==> config.mk <==
export PLATFORM = sky130hd
export DESIGN_NAME = mdio_master_controller
export DESIGN_NICKNAME = d
export VERILOG_FILES = /design/src/hdl/mdm_pkg.sv /design/src/hdl/mdm_front.sv /design/src/hdl/mdm_queue.sv /design/src/hdl/mdm_back.sv /design/src/hdl/mdio_master_controller.sv
export SDC_FILE = /design/constraint.sdc
export NUM_CORES = 1
export LEC_CHECK = 0
export ABC_AREA = 1
export BUFFER_PORTS_ARGS = -buffer_cell sky130_fd_sc_hd__buf_4
export CELL_PAD_IN_SITES_DETAIL_PLACEMENT = 1
export CELL_PAD_IN_SITES_GLOBAL_PLACEMENT = 2
export CORE_MARGIN = 2
export CORE_UTILIZATION = 38
export DETAILED_ROUTE_END_ITERATION = 10
export PLACE_DENSITY_LB_ADDON = 0.1
export SYNTH_ARGS = -nofsm -noshare
export SYNTH_HDL_FRONTEND = slang
export SYNTH_SLANG_ARGS = --single-unit
==> constraint.sdc <==
create_clock -name clk_i -period 7.11 [get_ports clk_i]
set_input_delay 0 -clock clk_i [delete_from_list [all_inputs] [get_ports clk_i]]
set_output_delay 0 -clock clk_i [all_outputs]
set_load 0.02 [all_outputs]
==> src/hdl/mdm_pkg.sv <==
// ----------------------------------------------------------------------------
// MDIO master package
// Shared transaction types, command and register codes for the MDIO master.
// ----------------------------------------------------------------------------
`default_nettype none

package mdm_pkg;

  localparam int unsigned QUEUE_DEPTH = 2;
  localparam int unsigned QPTR_W      = $clog2(QUEUE_DEPTH);

  localparam logic [2:0] CMD_TICK     = 3'd0;
  localparam logic [2:0] CMD_WR_DATA  = 3'd1;
  localparam logic [2:0] CMD_WR_CMD   = 3'd2;
  localparam logic [2:0] CMD_RD_WSTAT = 3'd3;
  localparam logic [2:0] CMD_RD_RDATA = 3'd4;

  localparam logic [1:0] C22_OP_READ   = 2'd1;
  localparam logic [1:0] C45_OP_RD_INC = 2'd2;
  localparam logic [1:0] C45_OP_READ   = 2'd3;
  localparam logic [1:0] C45_OP_WRITE  = 2'd1;

  localparam logic [1:0] C22_OPC_READ  = 2'b10;
  localparam logic [1:0] C22_OPC_WRITE = 2'b01;
  localparam logic [1:0] ST_C22        = 2'b01;
  localparam logic [1:0] ST_C45        = 2'b00;
  localparam logic [1:0] TA_WRITE      = 2'b10;
  localparam logic [1:0] TA_READ       = 2'b00;

  localparam logic [2:0] REG_CLK_HALF  = 3'd0;
  localparam logic [2:0] REG_SAMPLE    = 3'd1;
  localparam logic [2:0] REG_PREAMBLE  = 3'd2;
  localparam logic [2:0] REG_CLAUSE45  = 3'd3;
  localparam logic [2:0] REG_ENABLE    = 3'd4;

  localparam int unsigned PADDR_W = 5;

  typedef enum logic [2:0] {
    KIND_TICK,
    KIND_WR_DATA,
    KIND_WR_CMD,
    KIND_RD_WSTAT,
    KIND_RD_RDATA
  } mdm_kind_e;

  typedef struct packed {
    logic [2:0]  cmd;
    logic [4:0]  port_addr;
    logic [4:0]  reg_addr;
    logic [1:0]  phy_op;
    logic [15:0] data_word;
    logic        mdio_in;
  } mdm_in_t;

  typedef struct packed {
    logic [15:0] read_data;
    logic        data_valid;
    logic        pending;
    logic        mdc;
    logic        mdio_out;
    logic        mdio_drive;
  } mdm_out_t;

  typedef struct packed {
    mdm_kind_e   kind;
    logic [4:0]  port_addr;
    logic [4:0]  reg_addr;
    logic [1:0]  phy_op;
    logic [15:0] data_word;
    logic        mdio_in;
  } mdm_entry_t;

  typedef struct packed {
    logic [7:0] clk_half_period;
    logic [3:0] sample_delay;
    logic       preamble_enable;
    logic       clause45_mode;
    logic       block_enable;
  } mdm_cfg_t;

  typedef struct packed {
    logic empty;
    logic full;
  } mdm_qstat_t;

endpackage

`default_nettype wire

==> src/hdl/mdm_front.sv <==
// ----------------------------------------------------------------------------
// MDIO master front end
// Accepts input transactions and classifies the command for the back end.
// ----------------------------------------------------------------------------
`default_nettype none

module mdm_front
  import mdm_pkg::*;
(
  input  wire logic       in_valid_i,
  output      logic       in_ready_o,
  input  wire mdm_in_t    in_data_i,
  output      logic       push_o,
  output      mdm_entry_t push_entry_o,
  input  wire logic       q_full_i
);

  mdm_kind_e kind;

  always_comb begin
    unique case (in_data_i.cmd)
      CMD_WR_DATA:  kind = KIND_WR_DATA;
      CMD_WR_CMD:   kind = KIND_WR_CMD;
      CMD_RD_WSTAT: kind = KIND_RD_WSTAT;
      CMD_RD_RDATA: kind = KIND_RD_RDATA;
      default:      kind = KIND_TICK;
    endcase
  end

  assign in_ready_o = !q_full_i;
  assign push_o     = in_valid_i && !q_full_i;

  assign push_entry_o = '{
    kind:      kind,
    port_addr: in_data_i.port_addr,
    reg_addr:  in_data_i.reg_addr,
    phy_op:    in_data_i.phy_op,
    data_word: in_data_i.data_word,
    mdio_in:   in_data_i.mdio_in
  };

endmodule

`default_nettype wire

==> src/hdl/mdm_queue.sv <==
// ----------------------------------------------------------------------------
// MDIO master command queue
// Small FIFO between the front end and the frame engine.
// ----------------------------------------------------------------------------
`default_nettype none

module mdm_queue
  import mdm_pkg::*;
(
  input  wire logic       clk_i,
  input  wire logic       rst_ni,
  input  wire logic       push_i,
  input  wire mdm_entry_t push_entry_i,
  input  wire logic       pop_i,
  output      mdm_entry_t pop_entry_o,
  output      mdm_qstat_t stat_o
);

  mdm_entry_t          mem_q [QUEUE_DEPTH];
  logic [QPTR_W-1:0]   wr_ptr_q, wr_ptr_d;
  logic [QPTR_W-1:0]   rd_ptr_q, rd_ptr_d;
  logic [QPTR_W:0]     count_q, count_d;

  always_comb begin
    wr_ptr_d = wr_ptr_q;
    rd_ptr_d = rd_ptr_q;
    count_d  = count_q;
    if (push_i) begin
      wr_ptr_d = (wr_ptr_q == QPTR_W'(QUEUE_DEPTH - 1)) ? '0 : wr_ptr_q + QPTR_W'(1);
    end
    if (pop_i) begin
      rd_ptr_d = (rd_ptr_q == QPTR_W'(QUEUE_DEPTH - 1)) ? '0 : rd_ptr_q + QPTR_W'(1);
    end
    if (push_i && !pop_i) begin
      count_d = count_q + (QPTR_W+1)'(1);
    end else if (pop_i && !push_i) begin
      count_d = count_q - (QPTR_W+1)'(1);
    end
  end

  always_ff @(posedge clk_i or negedge rst_ni) begin
    if (!rst_ni) begin
      wr_ptr_q <= '0;
      rd_ptr_q <= '0;
      count_q  <= '0;
    end else begin
      wr_ptr_q <= wr_ptr_d;
      rd_ptr_q <= rd_ptr_d;
      count_q  <= count_d;
    end
  end

  always_ff @(posedge clk_i) begin
    if (push_i) begin
      mem_q[wr_ptr_q] <= push_entry_i;
    end
  end

  assign pop_entry_o  = mem_q[rd_ptr_q];
  assign stat_o.empty = (count_q == '0);
  assign stat_o.full  = (count_q == (QPTR_W+1)'(QUEUE_DEPTH));

endmodule

`default_nettype wire

==> src/hdl/mdm_back.sv <==
// ----------------------------------------------------------------------------
// MDIO master frame engine
// Executes one queued transaction per cycle when not stalled: register access,
// frame start and the MDC/MDIO serializer, with a registered result stage.
// ----------------------------------------------------------------------------
`default_nettype none

module mdm_back
  import mdm_pkg::*;
#(
  parameter int unsigned PREAMBLE_BITS = 32
) (
  input  wire logic       clk_i,
  input  wire logic       rst_ni,
  input  wire mdm_cfg_t   cfg_i,
  input  wire mdm_entry_t entry_i,
  input  wire logic       q_empty_i,
  output      logic       pop_o,
  output      logic       out_valid_o,
  input  wire logic       out_ready_i,
  output      mdm_out_t   out_data_o
);

  localparam int unsigned PW = $clog2(PREAMBLE_BITS + 1);

  logic [31:0]   fs_q, fs_d;
  logic [5:0]    bit_q, bit_d;
  logic [PW-1:0] pre_q, pre_d;
  logic [7:0]    tick_q, tick_d;
  logic          clk_q, clk_d;
  logic          busy_q, busy_d;
  logic          rop_q, rop_d;
  logic [15:0]   wdata_q, wdata_d;
  logic [15:0]   rdata_q, rdata_d;
  logic          rvalid_q, rvalid_d;
  logic          wvalid_q, wvalid_d;
  logic          out_valid_q;
  mdm_out_t      out_q, res;

  assign pop_o = !q_empty_i && (!out_valid_q || out_ready_i);

  always_comb begin
    logic        started;
    logic [7:0]  hp;
    logic [7:0]  sp;
    logic [8:0]  t1;
    logic [1:0]  st;
    logic [1:0]  opc;
    logic [1:0]  ta;
    logic [15:0] dat;
    logic        drv;
    logic        lvl;

    fs_d     = fs_q;
    bit_d    = bit_q;
    pre_d    = pre_q;
    tick_d   = tick_q;
    clk_d    = clk_q;
    busy_d   = busy_q;
    rop_d    = rop_q;
    wdata_d  = wdata_q;
    rdata_d  = rdata_q;
    rvalid_d = rvalid_q;
    wvalid_d = wvalid_q;
    started  = 1'b0;
    res      = '0;
    st       = ST_C22;
    opc      = C22_OPC_WRITE;
    ta       = TA_WRITE;
    dat      = '0;

    if (!cfg_i.block_enable) begin
      busy_d = 1'b0;
      clk_d  = 1'b1;
      tick_d = '0;
      bit_d  = '0;
      pre_d  = '0;
    end

    unique case (entry_i.kind)
      KIND_RD_WSTAT: begin
        res.read_data  = wdata_d;
        res.data_valid = wvalid_d;
        res.pending    = busy_d && !rop_d;
      end
      KIND_RD_RDATA: begin
        res.read_data  = rdata_d;
        res.data_valid = rvalid_d;
        res.pending    = busy_d && rop_d;
      end
      KIND_WR_DATA: begin
        wdata_d  = entry_i.data_word;
        wvalid_d = 1'b0;
      end
      KIND_WR_CMD: begin
        if (cfg_i.block_enable && !busy_d) begin
          if (cfg_i.clause45_mode) begin
            st    = ST_C45;
            opc   = entry_i.phy_op;
            rop_d = (opc == C45_OP_READ) || (opc == C45_OP_RD_INC);
          end else begin
            st    = ST_C22;
            rop_d = ({1'b0, entry_i.phy_op[0]} == C22_OP_READ);
            opc   = rop_d ? C22_OPC_READ : C22_OPC_WRITE;
          end
          if (rop_d) begin
            ta       = TA_READ;
            dat      = '0;
            rvalid_d = 1'b0;
          end else begin
            ta       = TA_WRITE;
            dat      = wdata_d;
            wvalid_d = 1'b0;
          end
          fs_d    = {st, opc, entry_i.port_addr, entry_i.reg_addr, ta, dat};
          bit_d   = '0;
          pre_d   = cfg_i.preamble_enable ? PW'(PREAMBLE_BITS) : '0;
          tick_d  = '0;
          clk_d   = 1'b0;
          busy_d  = 1'b1;
          started = 1'b1;
        end
      end
      KIND_TICK: ;
      default: ;
    endcase

    hp = (cfg_i.clk_half_period == '0) ? 8'd1 : cfg_i.clk_half_period;
    sp = ({4'b0, cfg_i.sample_delay} < hp) ? {4'b0, cfg_i.sample_delay} : hp - 8'd1;
    t1 = {1'b0, tick_d} + 9'd1;

    if (!started) begin
      if (!busy_d) begin
        clk_d  = 1'b1;
        tick_d = '0;
      end else begin
        if (clk_d && pre_d == '0 && rop_d && bit_d >= 6'd16 && tick_d == sp) begin
          fs_d[0] = entry_i.mdio_in;
        end
        if (t1 < {1'b0, hp}) begin
          tick_d = t1[7:0];
        end else begin
          tick_d = '0;
          if (!clk_d) begin
            clk_d = 1'b1;
          end else begin
            if (pre_d != '0) begin
              pre_d = pre_d - PW'(1);
            end else begin
              fs_d  = {fs_d[30:0], 1'b0};
              bit_d = bit_d + 6'd1;
            end
            if (pre_d == '0 && bit_d >= 6'd32) begin
              if (rop_d) begin
                rdata_d  = fs_d[16:1];
                rvalid_d = 1'b1;
              end else begin
                wvalid_d = 1'b1;
              end
              busy_d = 1'b0;
              clk_d  = 1'b1;
              tick_d = '0;
              bit_d  = '0;
              pre_d  = '0;
            end else begin
              clk_d = 1'b0;
            end
          end
        end
      end
    end

    if (!busy_d) begin
      drv = 1'b0;
      lvl = 1'b0;
    end else if (pre_d != '0) begin
      drv = 1'b1;
      lvl = 1'b1;
    end else begin
      drv = !(rop_d && bit_d >= 6'd14);
      lvl = drv && fs_d[31];
    end

    res.mdc        = clk_d;
    res.mdio_out   = lvl;
    res.mdio_drive = drv;
  end

  always_ff @(posedge clk_i or negedge rst_ni) begin
    if (!rst_ni) begin
      fs_q        <= '0;
      bit_q       <= '0;
      pre_q       <= '0;
      tick_q      <= '0;
      clk_q       <= 1'b1;
      busy_q      <= 1'b0;
      rop_q       <= 1'b0;
      wdata_q     <= '0;
      rdata_q     <= '0;
      rvalid_q    <= 1'b0;
      wvalid_q    <= 1'b0;
      out_valid_q <= 1'b0;
    end else begin
      if (pop_o) begin
        fs_q     <= fs_d;
        bit_q    <= bit_d;
        pre_q    <= pre_d;
        tick_q   <= tick_d;
        clk_q    <= clk_d;
        busy_q   <= busy_d;
        rop_q    <= rop_d;
        wdata_q  <= wdata_d;
        rdata_q  <= rdata_d;
        rvalid_q <= rvalid_d;
        wvalid_q <= wvalid_d;
      end
      if (pop_o) begin
        out_valid_q <= 1'b1;
      end else if (out_ready_i) begin
        out_valid_q <= 1'b0;
      end
    end
  end

  always_ff @(posedge clk_i) begin
    if (pop_o) begin
      out_q <= res;
    end
  end

  assign out_valid_o = out_valid_q;
  assign out_data_o  = out_q;

endmodule

`default_nettype wire

==> src/hdl/mdio_master_controller.sv <==
// ----------------------------------------------------------------------------
// MDIO master controller
// Clause 22 / clause 45 management master behind an APB register set.
// ----------------------------------------------------------------------------
// Each input transaction is one core clock of the MDIO engine: a tick, a
// write of the write-data register, a frame command, or a status read. Every
// accepted transaction yields exactly one result transaction carrying the
// register read value (zero unless a read), and the MDC/MDIO pin levels.
// The front end classifies and queues a transaction (two entries); the frame
// engine takes one entry per cycle unless the receiver stalls, and registers
// its result. Throughput: one transaction per clock, unless stalled. A
// transaction is written into the queue, and the engine's result register
// then holds its result. When the receiver stalls, the result is held, the
// engine stops and the queue fills; in_ready_o drops once both entries are
// taken. Reset clears the engine: MDC idles high, MDIO released, flags clear,
// and the configuration returns to half period 32, sample delay 2, no
// preamble, clause 22, enabled. The user writes configuration over APB only
// while idle; the block itself does not enforce this.
// ----------------------------------------------------------------------------
`default_nettype none

module mdio_master_controller
  import mdm_pkg::*;
#(
  parameter int unsigned PREAMBLE_BITS = 32
) (
  input  wire logic               clk_i,
  input  wire logic               rst_ni,
  input  wire logic               in_valid_i,
  output      logic               in_ready_o,
  input  wire mdm_in_t            in_data_i,
  output      logic               out_valid_o,
  input  wire logic               out_ready_i,
  output      mdm_out_t           out_data_o,
  input  wire logic               psel,
  input  wire logic               penable,
  input  wire logic               pwrite,
  input  wire logic [PADDR_W-1:0] paddr,
  input  wire logic [31:0]        pwdata,
  output      logic [31:0]        prdata,
  output      logic               pready
);

  mdm_cfg_t   cfg_q;
  logic       push;
  mdm_entry_t push_entry;
  mdm_entry_t pop_entry;
  logic       q_pop;
  mdm_qstat_t q_stat;
  logic [2:0] reg_idx;

  assign pready  = 1'b1;
  assign reg_idx = paddr[4:2];

  always_ff @(posedge clk_i or negedge rst_ni) begin
    if (!rst_ni) begin
      cfg_q.clk_half_period <= 8'd32;
      cfg_q.sample_delay    <= 4'd2;
      cfg_q.preamble_enable <= 1'b0;
      cfg_q.clause45_mode   <= 1'b0;
      cfg_q.block_enable    <= 1'b1;
    end else if (psel && penable && pwrite) begin
      unique case (reg_idx)
        REG_CLK_HALF: cfg_q.clk_half_period <= pwdata[7:0];
        REG_SAMPLE:   cfg_q.sample_delay    <= pwdata[3:0];
        REG_PREAMBLE: cfg_q.preamble_enable <= pwdata[0];
        REG_CLAUSE45: cfg_q.clause45_mode   <= pwdata[0];
        REG_ENABLE:   cfg_q.block_enable    <= pwdata[0];
        default: ;
      endcase
    end
  end

  always_comb begin
    unique case (reg_idx)
      REG_CLK_HALF: prdata = {24'd0, cfg_q.clk_half_period};
      REG_SAMPLE:   prdata = {28'd0, cfg_q.sample_delay};
      REG_PREAMBLE: prdata = {31'd0, cfg_q.preamble_enable};
      REG_CLAUSE45: prdata = {31'd0, cfg_q.clause45_mode};
      REG_ENABLE:   prdata = {31'd0, cfg_q.block_enable};
      default:      prdata = '0;
    endcase
  end

  mdm_front u_front (
    .in_valid_i   (in_valid_i),
    .in_ready_o   (in_ready_o),
    .in_data_i    (in_data_i),
    .push_o       (push),
    .push_entry_o (push_entry),
    .q_full_i     (q_stat.full)
  );

  mdm_queue u_queue (
    .clk_i        (clk_i),
    .rst_ni       (rst_ni),
    .push_i       (push),
    .push_entry_i (push_entry),
    .pop_i        (q_pop),
    .pop_entry_o  (pop_entry),
    .stat_o       (q_stat)
  );

  mdm_back #(
    .PREAMBLE_BITS (PREAMBLE_BITS)
  ) u_back (
    .clk_i       (clk_i),
    .rst_ni      (rst_ni),
    .cfg_i       (cfg_q),
    .entry_i     (pop_entry),
    .q_empty_i   (q_stat.empty),
    .pop_o       (q_pop),
    .out_valid_o (out_valid_o),
    .out_ready_i (out_ready_i),
    .out_data_o  (out_data_o)
  );

  a_released_low: assert property (@(posedge clk_i) disable iff (!rst_ni)
    out_valid_o && !out_data_o.mdio_drive |-> !out_data_o.mdio_out)
    else $error("MDIO level driven while released");

  a_push_fills: assert property (@(posedge clk_i) disable iff (!rst_ni)
    in_valid_i && in_ready_o |=> !q_stat.empty)
    else $error("accepted transaction missing from queue");

  a_pop_nonempty: assert property (@(posedge clk_i) disable iff (!rst_ni)
    q_pop |-> !q_stat.empty)
    else $error("engine popped an empty queue");

  a_pop_gives_result: assert property (@(posedge clk_i) disable iff (!rst_ni)
    q_pop |=> out_valid_o)
    else $error("executed transaction produced no result");

endmodule

`default_nettype wire
After elaboration in Yosys (flattened, before gate mapping)
Memory sizes are Yosys's and may differ from the RTL's.
Index checks and enable logic that the tools add are counted.
{"block": "word_totals", "mem_count": 1, "output_inout_bits": 56, "wordCells": 202, "ram_bits": 64, "register_bits": 130}
{"block": "classes", "order_cmp": 5, "n_addsub": 8, "n_bitwise": 2, "muxes": 102, "eq_ne": 16, "n_reduce_logical": 42}
{"memory": "u_queue.mem_q", "depth": 2, "width": 32, "read_ports": 1, "rd_clocked_by_memory_dff": 0, "wr": 1, "line_no": "mdm_queue.sv:19", "text": "mdm_entry_t mem_q [QUEUE_DEPTH];"}
{"op": "$mux W32", "count": 7}
{"op": "$mux W6", "count": 27}
{"op": "$mux W8", "count": 8}
{"op": "$mux W1", "count": 50}
{"op": "$pmux W8 S5", "count": 1}
{"op": "$pmux W18 S2", "count": 1}
{"op": "$eq A3 B2 Y1 const B", "count": 6}
{"op": "$logic_and A1 B1 Y1", "count": 16}
{"op": "$mux W16", "count": 1}
{"op": "$logic_not A6 Y1", "count": 2}
{"op": "$pmux W3 S4", "count": 1}
{"op": "$reduce_and A2 Y1", "count": 6}
{"op": "$reduce_bool A6 Y1", "count": 2}
{"op": "$mux W2", "count": 5}
{"op": "$add A8 B1 Y9 const B", "count": 1}
{"op": "$eq A3 B1 Y1 const B", "count": 3}
{"op": "$eq A3 B3 Y1 const B", "count": 3}
{"op": "$lt A9 B8 Y1", "count": 1}
{"op": "$eq A8 B8 Y1", "count": 1}
{"op": "$logic_not A1 Y1", "count": 8}
{"op": "$logic_not A8 Y1", "count": 1}
{"op": "$lt A4 B8 Y1", "count": 1}
{"op": "$sub A8 B1 Y8 const B", "count": 1}
{"op": "$reduce_and A7 Y1", "count": 1}
{"op": "other kinds (15)", "count": 21}

Longest topological paths before layout
Gate-level depths: netlist of the first run.
{"block": "logic_depth", "depth_word": 23, "mapped_depth": 34, "depth_no_buf": 33}

Cells and area by module
A second synthesis of the first run with hierarchy kept.
{"block": "unflattened", "cells_unflattened": 1230, "area_unflattened_um2": 10900.5}
{"module": "mdm_back", "area_per_inst_um2": 7011.7, "instances": 1, "seq_area_each_um2": 2884.0, "cells_per_inst": 945}
{"module": "mdm_queue", "area_per_inst_um2": 2668.8, "instances": 1, "seq_area_each_um2": 2021.9, "cells_per_inst": 125}
{"module": "mdio_master_controller", "area_per_inst_um2": 964.7, "instances": 1, "seq_area_each_um2": 379.1, "cells_per_inst": 121}
{"module": "mdm_front", "area_per_inst_um2": 255.2, "instances": 1, "seq_area_each_um2": 0.0, "cells_per_inst": 39}

Worst setup path after synthesis of the first run
No wires, ideal clock.
{"block": "synth_path", "path_type": "reg-to-reg", "startpoint": "reg u_queue.rd_ptr_q", "endpoint": "reg u_back.out_q (netlist bit u_back.out_data_o[1]) (data pin)", "arrival_time_ns": 3.246, "period_less_slack_ns": 3.499, "stages_incl_launch_ff": 30, "t_required_ns": 6.857, "slack_ns": 3.611, "path_cell_list": "dfrtp_1 -> buf_6 -> nand2_1 -> nand2_4 -> nand3_4 -> buf_6 -> o21bai_1 -> nor2_1 -> nand2_1 -> nor2_1 -> inv_1 -> nand2_1 -> inv_1 -> ha_1 -> inv_1 -> o31a_1 -> nand2_1 -> nand2_1 -> nand2_1 -> nand2_1 -> nand2_4 -> nand2_2 -> nor2_2 -> o21ai_0 -> nor2_1 -> nand3_1 -> nor2_1 -> nand2_1 -> nand2_1 -> nor2_1"}
{"block": "synth_via", "elab_chain_len": 21, "elab_cells_between_ends": 61, "cone_classes": "add/sub (3); order compare (3); eq/ne (3); mux (43); reduce/logical (8); memory (1)"}
{"element": "from (decl)", "line_no": "mdm_queue.sv:21", "text": "logic [QPTR_W-1:0] rd_ptr_q, rd_ptr_d;"}
{"element": "from (signal assigned)", "line_no": "mdm_queue.sv:48", "text": "rd_ptr_q <= rd_ptr_d;"}
{"element": "$mem_v2 Z2 W32 (*)"}
{"element": "$eq A3 B2 Y1", "line_no": "mdm_back.sv:80", "text": "unique case (entry_i.kind)"}
{"element": "$mux W6", "line_no": "mdm_back.sv:80"}
{"element": "$add A6 B1 Y6, or another cell as far along", "line_no": "mdm_back.sv:151", "text": "bit_d = bit_d + 6'd1;"}
{"element": "$mux W6", "line_no": "mdm_back.sv:147", "text": "if (pre_d != '0) begin"}
{"element": "$mux W6", "line_no": "mdm_back.sv:144", "text": "if (!clk_d) begin"}
{"element": "$mux W6", "line_no": "mdm_back.sv:140", "text": "if (t1 < {1'b0, hp}) begin"}
{"element": "$mux W6", "line_no": "mdm_back.sv:133", "text": "if (!busy_d) begin"}
{"element": "[5 not listed]"}
{"element": "$mux W6", "line_no": "mdm_back.sv:140"}
{"element": "$mux W6", "line_no": "mdm_back.sv:133"}
{"element": "$mux W6", "line_no": "mdm_back.sv:132", "text": "if (!started) begin"}
{"element": "$ge A6 B4 Y1", "line_no": "mdm_back.sv:180", "text": "drv = !(rop_d && bit_d >= 6'd14);"}
{"element": "$logic_and A1 B1 Y1", "line_no": "mdm_back.sv:180"}
{"element": "$logic_not A1 Y1", "line_no": "mdm_back.sv:180"}
{"element": "$logic_and A1 B1 Y1", "line_no": "mdm_back.sv:181", "text": "lvl = drv && fs_d[31];"}
{"element": "$mux W1", "line_no": "mdm_back.sv:176", "text": "end else if (pre_d != '0) begin"}
{"element": "to (signal assigned)", "line_no": "mdm_back.sv:227", "text": "out_q <= res;"}
{"element": "to (decl)", "line_no": "mdm_back.sv:38", "text": "mdm_out_t out_q, res;"}
Mark *: on every way between the ends. The rest lies on a longest branch, timed or not. The select of a mux whose other input is x is not followed.
A chain may end at the register's enable or synchronous reset.

Final worst setup path of the first run
Same ends and word-level chain as after synthesis.

==> results of run 1 <==
[flip-flops by register name (all words and copies together) (netlist names), 2 cells and up]
| signal | flops |
|---|---|
| u_queue.count_q | 2 |
| u_back.fs_q | 32 |
| u_back.wdata_q | 16 |
| u_back.pre_q | 6 |
| u_back.bit_q | 6 |
| cfg_q | 15 |
| u_back.rdata_q | 16 |
| u_back.tick_q | 8 |
| u_back.out_data_o | 21 |
| u_queue.mem_q | 64 |
[final cells by class]
class | instances | area (µm²)
Timing Repair Buffer | 140 | 1170
Clock buffer | 17 | 425
Multi-Input combinational cell | 787 | 4010
Sequential cell | 194 | 5290
Inverter | 151 | 569
Fill cell | 3056 | 14100
Clock inverter | 15 | 215
Tap cell | 335 | 419
[placed cells by master (no fill, tap or decap), types with 5 or more instances in the layout]
cell type,n
sky130_fd_sc_hd__nand2_1,299
sky130_fd_sc_hd__inv_1,143
sky130_fd_sc_hd__dfrtp_1,105
sky130_fd_sc_hd__o21ai_0,97
sky130_fd_sc_hd__buf_4,94
sky130_fd_sc_hd__edfxtp_1,85
sky130_fd_sc_hd__nor2_1,79
sky130_fd_sc_hd__nand3_1,47
sky130_fd_sc_hd__dlygate4sd3_1,46
sky130_fd_sc_hd__a21oi_1,43
sky130_fd_sc_hd__o22ai_1,31
sky130_fd_sc_hd__conb_1,25
sky130_fd_sc_hd__a31oi_1,24
sky130_fd_sc_hd__clkbuf_16,17
sky130_fd_sc_hd__o21ai_2,16
sky130_fd_sc_hd__ha_1,14
sky130_fd_sc_hd__mux2i_1,12
sky130_fd_sc_hd__nand4_1,11
sky130_fd_sc_hd__a221oi_1,9
sky130_fd_sc_hd__xor2_1,8
sky130_fd_sc_hd__nor2_2,7
sky130_fd_sc_hd__nor3_1,7
sky130_fd_sc_hd__nand2_2,6
sky130_fd_sc_hd__o21bai_1,6
sky130_fd_sc_hd__o211ai_1,6
sky130_fd_sc_hd__o31ai_1,5
sky130_fd_sc_hd__clkinv_8,5
[worst min path at each step]
| stage | from | to | slack [ps] | cells after the start |
|---|---|---|---|---|
| 2_1_floorplan | rst_ni | cfg_q[10] | -300 | 0 |
| 3_3_place_gp | rst_ni | u_back.rdata_q[9] | 50 | 1 |
| 3_5_place_dp | rst_ni | u_back.rdata_q[9] | 60 | 1 |
| 4_1_cts | penable | cfg_q[0] | 50 | 4 |
| 5_1_grt | penable | cfg_q[2] | 110 | 3 |
| 6_report | penable | cfg_q[0] | 80 | 4 |
[cell families (layout without fill, tap and decap cells)]
family / after synthesis / count (layout)
other: 2 / 25
buffers and inverters: 222 / 323
AOI/OAI and AO/OA: 253 / 253
adders and majority gates: 14 / 14
and+or+nand+nor: 472 / 472
xor gates and xnor gates: 11 / 11
muxes: 12 / 12
DFF: 194 / 194
[Yosys cell counts (2+ instances only)]
| library cell | number |
|---|---|
| sky130_fd_sc_hd__clkinv_1 | 3 |
| sky130_fd_sc_hd__ha_1 | 14 |
| sky130_fd_sc_hd__inv_2 | 4 |
| sky130_fd_sc_hd__dfrtp_1 | 105 |
| sky130_fd_sc_hd__nand3_1 | 47 |
| sky130_fd_sc_hd__edfxtp_1 | 85 |
| sky130_fd_sc_hd__xor2_1 | 8 |
| sky130_fd_sc_hd__nor2_4 | 4 |
| sky130_fd_sc_hd__nand2_4 | 4 |
| sky130_fd_sc_hd__o211ai_1 | 6 |
| sky130_fd_sc_hd__xnor2_1 | 3 |
| sky130_fd_sc_hd__conb_1 | 2 |
| sky130_fd_sc_hd__mux2i_1 | 12 |
| sky130_fd_sc_hd__o21ai_1 | 4 |
| sky130_fd_sc_hd__dfstp_2 | 4 |
| sky130_fd_sc_hd__o21ai_2 | 16 |
| sky130_fd_sc_hd__o21bai_1 | 6 |
| sky130_fd_sc_hd__buf_6 | 5 |
| sky130_fd_sc_hd__nor2_2 | 4 |
| sky130_fd_sc_hd__clkbuf_1 | 31 |
| sky130_fd_sc_hd__nor2_1 | 82 |
| sky130_fd_sc_hd__a21oi_1 | 44 |
| sky130_fd_sc_hd__o31ai_1 | 5 |
| sky130_fd_sc_hd__o22ai_1 | 31 |
| sky130_fd_sc_hd__nand4_1 | 11 |
| sky130_fd_sc_hd__buf_2 | 6 |
| sky130_fd_sc_hd__a22oi_1 | 2 |
| sky130_fd_sc_hd__inv_1 | 143 |
| sky130_fd_sc_hd__a221oi_1 | 9 |
| sky130_fd_sc_hd__nor3_1 | 7 |
| sky130_fd_sc_hd__nand2_2 | 6 |
| sky130_fd_sc_hd__nand3_2 | 2 |
| sky130_fd_sc_hd__nand2_1 | 299 |
| sky130_fd_sc_hd__buf_1 | 2 |
| sky130_fd_sc_hd__o21ai_0 | 97 |
| sky130_fd_sc_hd__a31oi_1 | 24 |
| sky130_fd_sc_hd__buf_4 | 27 |
[power by group]
part / switching [mW] / leakage (nW) / total (mW) / internal, mW
clock: 0.533 / 0.308 / 1.03 / 0.496
sequential: 0.175 / 2.11 / 1.68 / 1.51
combinational: 1.00 / 3.14 / 1.46 / 0.456
total: 1.71 / 5.55 / 4.17 / 2.46
[tightest hold or removal path, delay by kind of cell]
kind / cells / cell delay, ps
AND/OR/NAND/NOR: 2 / 340
buffers and inverters: 1 / 110
AO/OA/AOI/OAI: 1 / 70
[through the flow]
step	hold WS, ps	cell area (µm²)	utilization	instances
3_5_place_dp	60.3	11000	0.419	1561
5_1_grt	108	12100	0.461	1639
2_1_floorplan	-296	10300	-	1203
3_3_place_gp	50.4	11000	0.419	1561
4_1_cts	51.1	12100	0.461	1639
6_report	78.1	12100	0.461	1639
[metal layers]
metal | global-route usage | part of all wire
met1 | 0.317 | 0.51
met2 | 0.331 | 0.45
met3 | 0.0281 | 0.028
met4 | 0.0457 | 0.0099
met5 | 0 | 0
==> results.md, run 1 <==
- The flow ran to the end, and the final reports show no timing, DRC or antenna violations.
- Yosys attributes the largest share of cell area to sky130_fd_sc_hd__dfrtp_1 (26%), sky130_fd_sc_hd__edfxtp_1 (25%), sky130_fd_sc_hd__nand2_1 (11%).
- The number of routed nets with antenna violations is 0.
- The most numerous cell type found on the critical path is sky130_fd_sc_hd__nand2_1.
- Of the total synthesized cell area, the portion taken by AND, OR, NAND and NOR gates is 0.196.
- For the final database, setup skew stands at 14.4 ps.
- Clock-pin slew was measured on the worst setup and hold paths at about 90 ps.
- The type of the tightest min-delay check is in2reg.
- For this run, the top clock speed supported by timing is roughly 0.18 GHz.
- Clock latency on the worst-skew pair, taken at its later pin, is about 440 ps.
- The share of final-layout standard cells stronger than drive strength 1 is 0.137.
- In this run the count of I/O pins placed on the die edge is about 130.
- The worst pin sits at a relative slew slack of 0.346.
- The dominant combinational cell family by area after synthesis is simple AND/OR/NAND/NOR gates.
- The worst-case IR drop observed on VDD is ~180 µV.
- The fraction of synthesized cell area taken by the top area cell type is 0.258.
- Data on the critical path is required at its endpoint by about 7300 ps.
- The final setup TNS is 0 ps.
- The number of global-route vias before repair is roughly 8500.
- The worst path in the final design needs a cycle of between 5000 and 6000 ps, including I/O delays and setup.
- Relative to the synthesized area, the layout overhead comes to 18.9%.
- In the routed design, unresolved DRC markers number 0.
- The wire length of the first global-routing pass is approximately 47 mm.
- The type of the worst setup path is reg2reg.
- The sequential share of the synthesized area is 0.520.
- TritonCTS created 17 clock buffers.
- Among all flip-flop cells after synthesis, the most frequent one is sky130_fd_sc_hd__dfrtp_1.
- The setup-violating endpoint count in the final report is 0.
- The worst path arrival time is between 5000 and 6000 ps.
- The complex-gate fraction of the synthesized area is 0.149.
- The startpoint of the worst-slack reg-to-reg timing path is u_queue.rd_ptr_q.
- The clock tree from TritonCTS is done.
- The maximum buffer depth of the clock tree is 2.
- For this run, asynchronously set or reset flops after synthesis account for 0.562.
- The slack of the critical path is 1650 ps.
- The first-iteration detailed-routing DRC count is a little over 400.
- The count of instances resized after the clock tree is built is 0.
- The total of hold buffers inserted after clock tree synthesis is 46.
- Row generation in the floorplan step produced 59 rows.
- The width of the die is 168 µm.
- The cell count of the worst reg-to-reg path is 31.
- The number of sinks driven by the clock tree is around 190.
- For the pin with the worst max-slew slack, the measured transition is between 900 and 1000 ps.
- Setup repair after global routing left no endpoint under its margin.
- The floorplan step defined a core boundary enclosing ~26000 µm².
- The cell family contributing the most delay on the critical path is simple AND/OR/NAND/NOR gates.
- The total global-route track usage is 0.212.
- The net total in the final layout is ~1400.
- The pre-CTS worst setup slack is between 1500 and 2000 ps.
- Clock tree synthesis selected as its root buffer the cell sky130_fd_sc_hd__clkbuf_16.
- The part of the cycle the worst path needs is 0.768.
- Of the total synthesized cell area, the portion taken by full adders, half adders and majority gates is 0.0172.
- Of the total synthesized cell area, the portion taken by XOR and XNOR cells is 0.00947.
- The element type at the critical path end is a flop.
- The endpoint of the most critical setup path is u_back.out_data_o[1].
- Tracing the worst setup path back leads to its startpoint at u_queue.rd_ptr_q.
- The total of buffers placed on input and output ports is 80.
- The final count of pins violating max slew was 0.
- The cell area that synthesis handed to floorplanning was between 10000 and 15000 µm².
- Of all cell types, the one taking the most synthesized area is sky130_fd_sc_hd__dfrtp_1.
- The overall die height is 168 µm.
- The total stage count of the critical path is 31.
- The max-capacitance violation count is 0.
- After detailed routing, the total wire length is around 29 mm.
- The overall power after layout is ~4.2 mW.
- Of the post-synthesis cell area, the part taken by muxes is 0.0118.
- The H-tree depth reported by CTS is 4.
- The maximum fanout encountered on the critical timing path is 22.
- The number of warnings printed during yosys synthesis is 0.
- The gate count after technology mapping is between 1000 and 1500.
- At the end of routability-driven placement, the weighted congestion stood at 0.830.
- The largest net degree at the start of global routing is 70.
- The number of antenna violations at the first check in global routing is 0.
- The setup slack on the worst flop-to-flop path is ~1600 ps.
- The critical-path cell with the highest stage delay is sky130_fd_sc_hd__dfrtp_1.
- The number of buffers inserted by post-CTS setup repair is 0.
- The HPWL after detailed placement is between 15 and 20 mm.
- The startpoint class of the critical path is a flop.
- The die covers approximately 28000 µm².
- In this run the power density over the cells is about 340 nW/µm².
- After detailed routing, the average wire length per cell comes to 17.4 µm.
- Using the TritonRoute via totals, the vias-per-cell ratio works out to 5.08.
- For this block, the via count after detailed routing is ~8300.
- The worst register-to-register path ends at u_back.out_data_o[1].
- The total overflow left after global routing is 0.
- The starting density of the core is 0.388.
- The count of buffering cells on the critical path with inverters included is 5.
- Synthesis instantiated 53 different standard cells from the library.
- In this run the static leakage power is 5.55 nW.
- 0 antenna diodes ended up in the layout.
- The synthesized area per cell is about 8.6 µm².
- The synthesized design contains 85 enable-type register cells.
- The number of hold-slack violations in the final timing report is 0.
- The number of storage elements in the synthesis netlist is slightly below 200.
- The stage delay of the slowest cell on the critical path is between 700 and 800 ps.
- The first detailed-routing pass took 5 iterations.
(Power assumes the default switching activity.)
==> run 2, diff against run 1 <==
- CORE_UTILIZATION: 38 -> 35
- clock period: 7.11 -> 5.1 ns (I/O delays scaled with it)
==> results.md, run 2 (synthesized netlist as in run 1, its figures left out) <==
- The number of antenna violations at the first check in global routing is 0 (unchanged).
- The stage delay of the slowest cell on the critical path is 550 ps (-160 ps).
- The post-DP HPWL is 19.8 mm (about the same).
- The sum of routed wire length over all layers was 28.7 mm (+0.77%).
- The cell type with the highest occurrence count on the critical path is sky130_fd_sc_hd__nand2_1.
- The final weighted congestion of routability-driven global placement came to 0.800 (-3.6%).
- The run finished with clean final reports.
- The via count normalized by instance count is 4.91 (-3.4%).
- The internal power is 3.39 mW (+38%).
- The share of total power consumed by net switching is 0.402 (-0.00847).
- The met1 usage is 0.286 (-0.0308).
- The global routing met3 resource utilization is 0.0262 (-0.00188).
- The final setup TNS is 0 ps (unchanged).
- The width of the die is 174 µm (+4.1%).
- The launch instance of the worst min-delay path is in_valid_i.
- The launch point of the worst path is u_queue.rd_ptr_q.
- The leakage power summed over all cells is 5.53 nW (-0.34%).
- The worst vdd rail ir drop is 217 µV (+23%).
- Counting flops per register, the top entry is u_queue.mem_q.
- Leaving out fill and tap cells, the most frequent cell in the layout is sky130_fd_sc_hd__nand2_1.
- The number of routed nets with antenna violations is 0 (unchanged).
- The setup skew after layout is 13.2 ps (-1.27 ps).
- TritonCTS built the clock tree.
- The largest net degree at the start of global routing is 77 (+10%).
- The part of the cycle the worst path needs is 0.891 (+0.122).
- The pin slew with the least headroom to its limit is 1060 ps (+86.6 ps).
- The family with the most delay on the worst path is simple AND/OR/NAND/NOR gates.
- The first-iteration detailed-routing DRC count is 403 (-1.5%).
- The clock share of power is 0.230 (-0.017).
- The I/O pin count is 132 (unchanged).
- The antenna cell count came to 0 (unchanged).
- By startpoint and endpoint, the worst setup path is classified as reg2reg.
- The type of the tightest min-delay check is in2reg.
- The routed length per instance is 17.0 µm (-2.4%).
- The overall die height came to 174 µm (+4.1%).
- In this run the most used layer during global routing was met2.
- Setup repair after global routing left no endpoint under its margin.
- STA classifies the critical path startpoint as a flop.
- The switching power of the nets was 2.27 mW (+33%).
- The share of final-layout standard cells stronger than drive strength 1 is 0.138 (+0.000345).
- The net total in the final layout is 1385 (+0.29%).
- The part of the total power dissipated in sequential elements came to 0.412 (+0.009).
- The count of buffering cells on the critical path with inverters included was 6 (+1).
- The total global-route track usage was 0.194 (-0.0180).
- The insertion delay to the later sink of the worst-skew pair is 440 ps (about the same).
- The number of fill cells in the layout was 3346 (+9.5%).
- The final critical-path required period is 4540 ps (-920 ps).
- The part of the total power dissipated in combinational logic was 0.358 (+0.008).
- The total clock buffers created by CTS came to 17 (unchanged).
- The tree is rooted in a sky130_fd_sc_hd__clkbuf_16.
- STA classifies the critical path endpoint as a flop.
- The count of standard-cell rows is 62 (+5.1%).
- The setup-violating endpoint count in the final report came to 0 (unchanged).
- The number of sinks driven by the clock tree is 194 (unchanged).
- The wire length of the first global-routing pass came to 46.4 mm (-0.86%).
- The number of DRC violations after detailed routing was 0 (unchanged).
- The number of flip-flops in the largest register was 64 (unchanged).
- The maximum buffer depth of the clock tree came to 2 (unchanged).
- The maximum fanout encountered on the critical timing path is 22 (unchanged).
- The max-capacitance violation count is 0 (unchanged).
- The cell count after placement is 1614 (+3.4%).
- The finished layout cell area is 12100 µm² (+0.15%).
- The number of buffers inserted by post-CTS setup repair is 0 (unchanged).
- The startpoint of the worst-slack reg-to-reg timing path is u_queue.rd_ptr_q.
- The number of global-route vias before repair is 8370 (-1.5%).
- Leaving out fill and tap cells, the most frequent cells in the layout are sky130_fd_sc_hd__nand2_1 (299), sky130_fd_sc_hd__inv_1 (143), sky130_fd_sc_hd__dfrtp_1 (105).
- The final count of pins violating max slew is 0 (unchanged).
- The placeable core region is 28600 µm² (+9.2%).
- The count of vias placed by the detailed router came to 8300 (-0.24%).
- The upper clock frequency limit is 0.220 GHz (+20%).
- The clock transition at the registers of the reported paths was 80 ps (about the same).
- The sum of overflow across all layers after global routing is 0 (unchanged).
- The worst path arrival time came to 4740 ps (-920 ps).
- Compared with the post-synthesis result, the final layout area differs by 19.0%.
- The total of buffers placed on input and output ports is 80 (unchanged).
- The final standard cell count with taps included and fillers excluded came to 1692 (+3.2%).
- The power density relative to cell area is 468 nW/µm² (+36%).
- The number of hold-slack violations in the final timing report is 0 (unchanged).
- The setup slack on the worst flop-to-flop path is 560 ps (-1090 ps).
- On the critical path, the stage with the largest delay is an instance of sky130_fd_sc_hd__dfrtp_1.
- The post-place instance area came to 11100 µm² (+0.83%).
- The headroom to the max-slew limit is 0.290 (-0.0559).
- The required time at the endpoint of the critical path was 5300 ps (-2000 ps).
- The starting density of the core was 0.355 (-0.0328).
- The H-tree depth reported by CTS is 4 (unchanged).
- The number of detailed-route iterations in the first pass is 5 (unchanged).
- The die outline area came to 30400 µm² (+8.4%).
- The routing usage on met2 is 0.306 (-0.0248).
## run 2: layer usage
metal,routed length (µm),share of wire
met1,14800,0.51
met2,13000,0.45
met4,233,0.0081
met5,0,0
met3,727,0.025
## run 2: path summary, 6_finish.rpt
path | cells past startpoint | to
hold reg to reg | 1 | u_queue.count_q[0]
setup reg to reg | 32 | u_back.out_data_o[1]
min in group asynchronous | 2 | u_back.fs_q[8]
hold / removal | 5 | u_queue.wr_ptr_q
max in group asynchronous | 3 | cfg_q[12]
setup / recovery | 32 | u_back.out_data_o[1]
## run 2: area by class of cell
type | instances | area (µm²) | area share
clock inverters | 13 | 131 | 0.0109
well taps | 384 | 480 | 0.0397
flip-flops and latches | 194 | 5290 | 0.436
inverters | 151 | 572 | 0.0472
clock buffers | 19 | 433 | 0.0358
repair buffers | 144 | 1200 | 0.0988
multi-input cells | 787 | 4010 | 0.331
## run 2: power by group through the flow
stage	clock, mW	combinational (mW)	sequential, mW
2_1_floorplan	0	1.29	2.37
3_3_place_gp	0	1.99	2.35
3_5_place_dp	0	2.03	2.36
4_1_cts	1.34	2.06	2.33
5_1_grt	1.40	2.28	2.38
6_report	1.30	2.03	2.33
## run 2: timing repair
item,4_1_cts,5_1_grt
gates resized for setup,0,1
hold endpoints to repair,152,0
hold buffers,46,0
endpoints found under the setup margin,0,2
## run 2: worst min-delay path, cell delays in order
cell and delay [ps]:
sky130_fd_sc_hd__buf_4 80, sky130_fd_sc_hd__nand2_1 110, sky130_fd_sc_hd__inv_1 120, sky130_fd_sc_hd__nor2_1 50, sky130_fd_sc_hd__nor2_1 70
## run 2: stage by stage
stage / total power, mW / worst slack [ps] / hold slack, ps / util
finish: 5.66 / 558 / 26.2 / 0.423
global route: 6.05 / 13.9 / 67.1 / 0.423
CTS: 5.74 / 425 / 21.6 / 0.423
detailed placement: 4.39 / 444 / 188 / 0.387
global placement: 4.34 / 523 / 185 / 0.387
floorplan: 3.66 / 1600 / -296 / -
